[src/hw/rtl/wspd_pkg.sv]
// ----------------------------------------------------------------------------
// wspd_pkg - weather sensor packet decoder package
// Constants, status codes, result layout and the CRC and UV helper functions.
// ----------------------------------------------------------------------------
`default_nettype none

package wspd_pkg;

    localparam int PACKET_BYTES = 17;
    localparam int CNT_W        = 5;
    localparam int UV_STEPS     = 13;

    localparam logic [7:0]  FAMILY_CODE   = 8'h24;
    localparam logic [7:0]  CRC_POLY      = 8'h31;
    localparam logic [10:0] TEMP_NONE     = 11'h7ff;
    localparam logic [11:0] TEMP_OFFSET   = 12'd400;
    localparam logic [7:0]  BYTE_NONE     = 8'hff;
    localparam logic [8:0]  NINE_NONE     = 9'h1ff;
    localparam logic [15:0] UV_NONE       = 16'hffff;
    localparam logic [23:0] LIGHT_NONE    = 24'hffffff;

    localparam logic [15:0] WIND_SCALE_RST  = 16'd8356;
    localparam logic [15:0] RAIN_CUP_RST    = 16'd16646;

    // register indexes on the APB port
    localparam logic REG_WIND_SCALE  = 1'b0;
    localparam logic REG_RAIN_CUP    = 1'b1;

    // status codes
    localparam logic [2:0] ST_OK     = 3'd0;
    localparam logic [2:0] ST_SHORT  = 3'd1;
    localparam logic [2:0] ST_FAMILY = 3'd2;
    localparam logic [2:0] ST_CRC    = 3'd3;
    localparam logic [2:0] ST_SUM    = 3'd4;

    // presence bits
    localparam int PR_TEMP  = 0;
    localparam int PR_HUM   = 1;
    localparam int PR_DIR   = 2;
    localparam int PR_AVG   = 3;
    localparam int PR_GUST  = 4;
    localparam int PR_RAIN  = 5;
    localparam int PR_UV    = 6;
    localparam int PR_LIGHT = 7;

    localparam int RESULT_W = 160;

    typedef struct packed {
        logic [4:0]  pad;
        logic [23:0] light_tenths_lux;
        logic [3:0]  uv_index;
        logic [31:0] rain_total;
        logic [23:0] wind_gust;
        logic [21:0] wind_avg;
        logic [8:0]  wind_heading;
        logic [7:0]  humidity;
        logic signed [11:0] temp_tenths;
        logic [7:0]  present;
        logic        battery_low;
        logic [7:0]  sensor_id;
        logic [2:0]  status;
    } result_t;

    function automatic logic [15:0] uv_limit(input int idx);
        logic [15:0] lim;
        case (idx)
            0:       lim = 16'd432;
            1:       lim = 16'd851;
            2:       lim = 16'd1210;
            3:       lim = 16'd1570;
            4:       lim = 16'd2017;
            5:       lim = 16'd2450;
            6:       lim = 16'd2761;
            7:       lim = 16'd3100;
            8:       lim = 16'd3512;
            9:       lim = 16'd3918;
            10:      lim = 16'd4277;
            11:      lim = 16'd4650;
            default: lim = 16'd5029;
        endcase
        return lim;
    endfunction

    // number of thresholds strictly below the reading
    function automatic logic [3:0] uv_level(input logic [15:0] raw);
        logic [3:0] lvl;
        lvl = 4'd0;
        for (int i = 0; i < UV_STEPS; i++) begin
            if (uv_limit(i) < raw) begin
                lvl = lvl + 4'd1;
            end
        end
        return lvl;
    endfunction

    // CRC-8, MSB first, one byte
    function automatic logic [7:0] crc8_byte(input logic [7:0] crc, input logic [7:0] data);
        logic [7:0] c;
        c = crc ^ data;
        for (int k = 0; k < 8; k++) begin
            if (c[7]) begin
                c = {c[6:0], 1'b0} ^ CRC_POLY;
            end else begin
                c = {c[6:0], 1'b0};
            end
        end
        return c;
    endfunction

endpackage

`default_nettype wire

[src/hw/rtl/weather_sensor_packet_decoder_top.sv]
// ----------------------------------------------------------------------------
// weather_sensor_packet_decoder_top - weather station packet decoder
// Collects a 17-byte packet, checks length, family, CRC-8 and sum, and
// returns one decoded reading set per packet.
// ----------------------------------------------------------------------------
//  channel  | direction | contents
//  s_*      | in        | one packet byte per item, tlast on the final byte
//  m_*      | out       | one result item per packet (status and readings)
//  apb      | in        | anemometer scale at 0x0, rain_cup_size at 0x4
//
// Takes one byte per cycle while s_tready is high; the per-byte CRC and sum
// update sets that rate. A result passes one decode stage, then the output
// register. Reset (aresetn low, synchronous) clears the byte count,
// accumulators and valid flags. s_tready drops only while a decoded packet
// waits behind a result that has not been taken.
// ----------------------------------------------------------------------------
`default_nettype none

module weather_sensor_packet_decoder_top (
    input  wire logic         aclk,
    input  wire logic         aresetn,
    // input stream
    input  wire logic         s_tvalid,
    output logic              s_tready,
    input  wire logic [7:0]   s_tdata,    // [7:0] data_byte
    input  wire logic         s_tlast,    // last_byte
    // result stream
    output logic              m_tvalid,
    input  wire logic         m_tready,
    output logic [159:0]      m_tdata,    // status[2:0], sensor_id[10:3],
                                          // battery_low[11], present[19:12],
                                          // temp_tenths[31:20], humidity[39:32],
                                          // wind_heading[48:40], wind_avg[70:49],
                                          // wind_gust[94:71], rain_total[126:95],
                                          // uv_index[130:127],
                                          // light_tenths_lux[154:131], zeros above
    // configuration
    input  wire logic         psel,
    input  wire logic         penable,
    input  wire logic         pwrite,
    input  wire logic [2:0]   paddr,
    input  wire logic [31:0]  pwdata,
    output logic [31:0]       prdata,
    output logic              pready
);

    logic [15:0] anemo_scale_reg;
    logic [15:0] rain_cup_reg;

    logic [wspd_pkg::CNT_W-1:0] cnt_reg, cnt_next;
    logic [7:0] crc_reg, crc_next;
    logic [7:0] sum_reg, sum_next;
    logic [7:0] store_reg [wspd_pkg::PACKET_BYTES];

    logic       pend_reg, pend_next;
    logic [7:0] crc_fin_reg;
    logic [7:0] sum_fin_reg;
    logic       short_reg;

    logic       m_valid_reg, m_valid_next;
    wspd_pkg::result_t res_reg, res_next;

    logic       s_acc;
    logic       adv;
    logic       cfg_wr;
    logic [7:0] crc_upd;
    logic [7:0] sum_upd;

    // ------------------------------------------------------------------
    // configuration
    // ------------------------------------------------------------------
    assign pready = 1'b1;
    assign cfg_wr = psel && penable && pwrite && pready;

    always_ff @(posedge aclk) begin
        if (!aresetn) begin
            anemo_scale_reg <= wspd_pkg::WIND_SCALE_RST;
            rain_cup_reg    <= wspd_pkg::RAIN_CUP_RST;
        end else if (cfg_wr) begin
            if (paddr[2] == wspd_pkg::REG_WIND_SCALE) begin
                anemo_scale_reg <= pwdata[15:0];
            end else begin
                rain_cup_reg <= pwdata[15:0];
            end
        end
    end

    always_comb begin
        if (paddr[2] == wspd_pkg::REG_WIND_SCALE) begin
            prdata = {16'd0, anemo_scale_reg};
        end else begin
            prdata = {16'd0, rain_cup_reg};
        end
    end

    // ------------------------------------------------------------------
    // byte intake
    // ------------------------------------------------------------------
    assign adv      = pend_reg && (!m_valid_reg || m_tready);
    assign s_tready = !pend_reg || adv;
    assign s_acc    = s_tvalid && s_tready;

    assign crc_upd = (cnt_reg < 5'd15) ? wspd_pkg::crc8_byte(crc_reg, s_tdata) : crc_reg;
    assign sum_upd = (cnt_reg < 5'd16) ? sum_reg + s_tdata : sum_reg;

    always_comb begin
        cnt_next = cnt_reg;
        crc_next = crc_reg;
        sum_next = sum_reg;
        if (s_acc) begin
            if (s_tlast) begin
                cnt_next = '0;
                crc_next = '0;
                sum_next = '0;
            end else begin
                if (cnt_reg != '1) begin
                    cnt_next = cnt_reg + 5'd1;
                end
                crc_next = crc_upd;
                sum_next = sum_upd;
            end
        end
    end

    always_ff @(posedge aclk) begin
        if (!aresetn) begin
            cnt_reg <= '0;
            crc_reg <= '0;
            sum_reg <= '0;
        end else begin
            cnt_reg <= cnt_next;
            crc_reg <= crc_next;
            sum_reg <= sum_next;
        end
    end

    always_ff @(posedge aclk) begin
        for (int i = 0; i < wspd_pkg::PACKET_BYTES; i++) begin
            if (s_acc && cnt_reg == wspd_pkg::CNT_W'(i)) begin
                store_reg[i] <= s_tdata;
            end
        end
    end

    // snapshot of the finished packet's checks
    always_ff @(posedge aclk) begin
        if (s_acc && s_tlast) begin
            crc_fin_reg <= crc_upd;
            sum_fin_reg <= sum_upd;
            short_reg   <= (cnt_reg < 5'd16);
        end
    end

    always_comb begin
        pend_next = pend_reg;
        if (s_acc && s_tlast) begin
            pend_next = 1'b1;
        end else if (adv) begin
            pend_next = 1'b0;
        end
    end

    always_ff @(posedge aclk) begin
        if (!aresetn) begin
            pend_reg <= 1'b0;
        end else begin
            pend_reg <= pend_next;
        end
    end

    // ------------------------------------------------------------------
    // decode
    // ------------------------------------------------------------------
    logic [2:0]  status;
    logic [10:0] temp_code;
    logic [8:0]  dir_raw;
    logic [8:0]  avg_raw;
    logic [15:0] rain_count;
    logic [15:0] uv_raw;
    logic [23:0] lux_code;
    logic [24:0] avg_prod;
    logic [23:0] gust_prod;
    logic [31:0] rain_prod;

    assign temp_code  = {store_reg[3][2:0], store_reg[4]};
    assign dir_raw    = {store_reg[3][7], store_reg[2]};
    assign avg_raw    = {store_reg[3][4], store_reg[6]};
    assign rain_count = {store_reg[8], store_reg[9]};
    assign uv_raw     = {store_reg[10], store_reg[11]};
    assign lux_code   = {store_reg[12], store_reg[13], store_reg[14]};

    assign avg_prod  = avg_raw * anemo_scale_reg;
    assign gust_prod = store_reg[7] * anemo_scale_reg;
    assign rain_prod = rain_count * rain_cup_reg;

    always_comb begin
        if (short_reg) begin
            status = wspd_pkg::ST_SHORT;
        end else if (store_reg[0] != wspd_pkg::FAMILY_CODE) begin
            status = wspd_pkg::ST_FAMILY;
        end else if (crc_fin_reg != store_reg[15]) begin
            status = wspd_pkg::ST_CRC;
        end else if (sum_fin_reg != store_reg[16]) begin
            status = wspd_pkg::ST_SUM;
        end else begin
            status = wspd_pkg::ST_OK;
        end
    end

    always_comb begin
        res_next        = '0;
        res_next.status = status;
        if (status == wspd_pkg::ST_OK) begin
            res_next.sensor_id   = store_reg[1];
            res_next.battery_low = store_reg[3][3];
            if (temp_code != wspd_pkg::TEMP_NONE) begin
                res_next.temp_tenths = {1'b0, temp_code} - wspd_pkg::TEMP_OFFSET;
                res_next.present[wspd_pkg::PR_TEMP] = 1'b1;
            end
            if (store_reg[5] != wspd_pkg::BYTE_NONE) begin
                res_next.humidity = store_reg[5];
                res_next.present[wspd_pkg::PR_HUM] = 1'b1;
            end
            if (dir_raw != wspd_pkg::NINE_NONE) begin
                res_next.wind_heading = dir_raw;
                res_next.present[wspd_pkg::PR_DIR] = 1'b1;
            end
            if (avg_raw != wspd_pkg::NINE_NONE) begin
                res_next.wind_avg = avg_prod[24:3];
                res_next.present[wspd_pkg::PR_AVG] = 1'b1;
            end
            if (store_reg[7] != wspd_pkg::BYTE_NONE) begin
                res_next.wind_gust = gust_prod;
                res_next.present[wspd_pkg::PR_GUST] = 1'b1;
            end
            res_next.rain_total = rain_prod;
            res_next.present[wspd_pkg::PR_RAIN] = 1'b1;
            if (uv_raw != wspd_pkg::UV_NONE) begin
                res_next.uv_index = wspd_pkg::uv_level(uv_raw);
                res_next.present[wspd_pkg::PR_UV] = 1'b1;
                if (lux_code != wspd_pkg::LIGHT_NONE) begin
                    res_next.light_tenths_lux = lux_code;
                    res_next.present[wspd_pkg::PR_LIGHT] = 1'b1;
                end
            end
        end
    end

    // ------------------------------------------------------------------
    // result register
    // ------------------------------------------------------------------
    always_comb begin
        m_valid_next = m_valid_reg;
        if (adv) begin
            m_valid_next = 1'b1;
        end else if (m_tready) begin
            m_valid_next = 1'b0;
        end
    end

    always_ff @(posedge aclk) begin
        if (!aresetn) begin
            m_valid_reg <= 1'b0;
        end else begin
            m_valid_reg <= m_valid_next;
        end
    end

    always_ff @(posedge aclk) begin
        if (adv) begin
            res_reg <= res_next;
        end
    end

    assign m_tvalid = m_valid_reg;
    assign m_tdata  = res_reg;

`ifndef SYNTHESIS
    a_hold_intake: assert property (@(posedge aclk) disable iff (!aresetn)
        (pend_reg && m_valid_reg && !m_tready) |-> !s_tready)
        else $error("byte taken while a decoded packet is held");

    a_last_pends: assert property (@(posedge aclk) disable iff (!aresetn)
        (s_tvalid && s_tready && s_tlast) |=> (pend_reg && cnt_reg == '0))
        else $error("last byte did not start a decode");

    a_fail_clean: assert property (@(posedge aclk) disable iff (!aresetn)
        (m_tvalid && m_tdata[2:0] != wspd_pkg::ST_OK) |-> (m_tdata[154:3] == '0))
        else $error("failed packet carries readings");

    a_ok_rain: assert property (@(posedge aclk) disable iff (!aresetn)
        (m_tvalid && m_tdata[2:0] == wspd_pkg::ST_OK) |-> m_tdata[12 + wspd_pkg::PR_RAIN])
        else $error("good packet without rain presence");
`endif

endmodule

`default_nettype wire

[config.mk]
export PLATFORM = sky130hd
export DESIGN_NAME = weather_sensor_packet_decoder_top
export DESIGN_NICKNAME = d
export VERILOG_FILES = /design/src/hw/rtl/wspd_pkg.sv /design/src/hw/rtl/weather_sensor_packet_decoder_top.sv
export SDC_FILE = /design/constraint.sdc
export NUM_CORES = 2
export LEC_CHECK = 0
export BUFFER_PORTS_ARGS = -buffer_cell sky130_fd_sc_hd__buf_2
export CORE_MARGIN = 4
export CORE_UTILIZATION = 60
export CTS_BUF_LIST = sky130_fd_sc_hd__clkbuf_4
export DETAILED_ROUTE_END_ITERATION = 7
export GPL_TIMING_DRIVEN = 0
export PLACE_DENSITY = 0.8
export SYNTH_ARGS = -nofsm -noshare
export SYNTH_HDL_FRONTEND = slang
export SYNTH_SLANG_ARGS = --single-unit
[constraint.sdc]
create_clock -name aclk -period 9.21 [get_ports aclk]
set_input_delay 0.921 -clock aclk [delete_from_list [all_inputs] [get_ports aclk]]
set_output_delay 0.921 -clock aclk [all_outputs]
set_load 0.02 [all_outputs]
==> key figures <==
Run status
  • Run status: completed

Yosys
  • EDFF count, synth: 306
  • Post-Synthesis Cells: 3058
  • Most common cell in the netlist: nand2_1
  • YS warnings: 0
  • Post-Syn Area: 31510 um^2
  • Number of synthesized register bits: 361
  • Count of different cell masters after synthesis: 81
  • Post-synthesis sequential area ratio: 32.65%
  • Post-synth ARST share: 0%
  • Main area contributors after synthesis: edfxtp_1 (29%), fa_1 (24%), ha_1 (8.6%)
  • Ys flop type: edfxtp_1
  • Post-synth top area cell: edfxtp_1
  • Synthesized area per cell: 10.31 um^2
  • Post-synth top cells: nand2_1 (455), inv_1 (454), fa_1 (378)
  • Synth top area share: 29.16%

Critical path
  • Worst-path maximum fanout: 10
  • R2R cell count: 25
  • Top cell by count, worst path: fa_1
  • Worst Setup End Kind: register
  • CP Launch Type: register
  • Crit Path Class: reg -> reg
  • Slowest stage delay, CP: 0.70 ns
  • Critical Path RT: 9.77 ns
  • Slowest cell on the critical path: a2111oi_0
  • Crit path arrival time: 9.17 ns

Timing
  • Slew margin rel.: 8.358%
  • Clk_skew: 0.08569 ns
  • Final count of negative-setup-slack endpoints: 0
  • Final min period: 8.611 ns
  • Period utilisation layout: 93.50%
  • Hold WS: 0.3148 ns
  • Fmax: 116.1 MHz
  • Unrepaired setup endpoints after global routing: false
  • Final hold viol count: 0
  • Fin. max-slew vios: 0
  • Worst slew pin tran: 1.357 ns

Floorplanning
  • Die height: 237.2 um
  • Initial Util: 61.06%
  • Core region area: 51610 um^2
  • Die Span X: 237.2 um
  • Std cell rows: 83
  • # IOs: 246
  • Die ar.: 56250 um^2

Drt
  • WL final: 77160 um
  • DRC: 0
  • First-pass iteration count of the detailed router: 8
  • Via-to-Cell Ratio: 5.589
  • Vias: 23110
  • WL/cell: 18.66 um
  • Routed Antenna Nets: 0
  • Initial DRC count: 1581

Placement
  • Dpl hpwl: 59530 um
  • Placed Area: 33540 um^2
  • Global placer's final weighted congestion: 0.9370
  • Port Buf Inserts: 203

Clock tree
  • Clock latency at the later pin of the worst-skew pair: 0.85 ns
  • Clock Tree Root: clkbuf_4
  • Clock tree buffer depth: 3
  • Post-CTS resize count: 0
  • CTS H-tree lvls: 3
  • CTS tree: yes
  • Hold Buf Count CTS: 0
  • Clock sink total: 361
  • Number of CTS-inserted buffers: 91
  • Setup Buffers After CTS: 0
  • Clk pin slew, worst setup/hold paths: 0.09 ns

Pwr
  • Power Internal: 0.003039 W
  • Net Switching: 0.001334 W
  • Comb pwr share: 24.0%
  • Sequential Power Share: 42.4%
  • Switching Fraction: 30.51%
  • Clk network pwr share: 33.6%
  • Leak pwr: 16.02 nW
  • Pwr dens: 125.6 nW/um^2
  • VDD IR-drop max: 0.0001123 V

Finish
  • Fin nets: 4024
  • Final Instance Area: 34830 um^2
  • Syn-to-layout area delta: 10.51%
  • Max reg flops: 155
  • Share of cells above drive strength 1: 12.54%

Worst hold path
  • Hold depth: 3
  • Hold WC Path Type: in -> reg

GRT
  • Pin count of the biggest net entering global routing: 36
  • Initial antenna violation count: 6
  • Vias in the first global route: 24180
  • Total track usage: 27.75%
  • First-pass GRT wire length: 125100 um
  • GR Overflow Total: 0

Job
  • MaxCap Viol Count: 0
==> layout make-up <==
cell class | count | area, um^2
clock buffer | 124 | 930.9
timing repair buffer | 207 | 1096
fill | 3887 | 16790
inverter | 455 | 1708
sequential | 361 | 10290
clock inverter | 43 | 325.3
tap | 680 | 850.8
buffer | 160 | 709.4
antenna | 3 | 7.507
multi-input combinational | 2102 | 18910
==> metrics by stage <==
stage          TNS, ns  cells  utilization [%]  setup WS (ns)  total power [W]
6_report             0   4135            67.48         0.5989         0.004374
4_1_cts              0   4132            67.42         0.6934         0.004412
3_5_place_dp         0   3965            64.99         0.7508         0.002929
5_1_grt              0   4133            67.47         0.2053         0.004635
3_3_place_gp   -316.27   3961            64.82         -2.080         0.002900
2_1_floorplan        0   3078                -         0.6855         0.002683
==> path summary, 6_finish.rpt <==
check / slack [ns] / end / start
min: 0.31 / rain_cup_reg[15] / pwdata[15]
min reg2reg: 0.50 / m_tvalid / pend_reg
max: 0.60 / m_tdata[126] / rain_cup_reg[6]
max reg2reg: 0.60 / m_tdata[126] / rain_cup_reg[6]
==> power by group through the flow <==
stage	Clock, W	Combinational (W)	Sequential, W
5_1_grt	0.00159	0.00119	0.00186
4_1_cts	0.00151	0.00105	0.00185
6_report	0.00147	0.00105	0.00185
3_5_place_dp	0	0.00104	0.00189
3_3_place_gp	0	0.00100	0.00190
2_1_floorplan	0	0.000773	0.00191
==> logic make-up after synthesis <==
| family | count (synthesis) | synth area share (%) |
|---|---|---|
| AND/OR/NAND/NOR | 1045 | 16.19 |
| AO/OA/AOI/OAI | 282 | 5.936 |
| other | 2 | 0.02383 |
| XOR/XNOR | 131 | 3.935 |
| adder cells (fa/ha/maj) | 595 | 32.63 |
| flip-flops | 361 | 32.65 |
| multiplexers | 27 | 0.9688 |
| buffers and inverters | 615 | 7.671 |
==> worst max-delay path, delay by kind of cell (launching register included) <==
family	cells	cell delay, ns
buf+inv	5	1.11
flops	1	0.33
xor+xnor	1	0.18
fa+ha+maj	7	3.44
compound gates	10	3.01
simple gates	2	0.22
==> cells in the final DEF (no fill, tap or decap), types with 9 or more instances in the layout <==
master    count
buf_2       203
ha_1        217
o21ai_0      49
clkbuf_1    132
and2_1      267
nand3_1      23
a21oi_1      71
nand4_1      29
xor2_1       38
nand2_1     455
a31oi_1       9
a21o_1       20
and3_1       35
nand2b_1     12
clkinv_1     24
conb_1       22
mux2_2       20
buf_4        25
dfxtp_1      55
a22oi_1      16
clkbuf_4    124
inv_1       454
clkinv_2     10
a21boi_0     33
nor3_1       37
xnor2_1      87
nor2_1      117
fa_1        378
nor2b_1      29
o21bai_1     13
edfxtp_1    306
==> per-layer routing <==
layer	up-vias	track usage [%]	routed length (um)
met1	11360	37.04	30540
li1	10490	-	-
met3	171	6.509	7818
met5	-	0	13
met4	2	8.953	2195
met2	1090	45.51	36590
(Power assumes the default switching activity.)
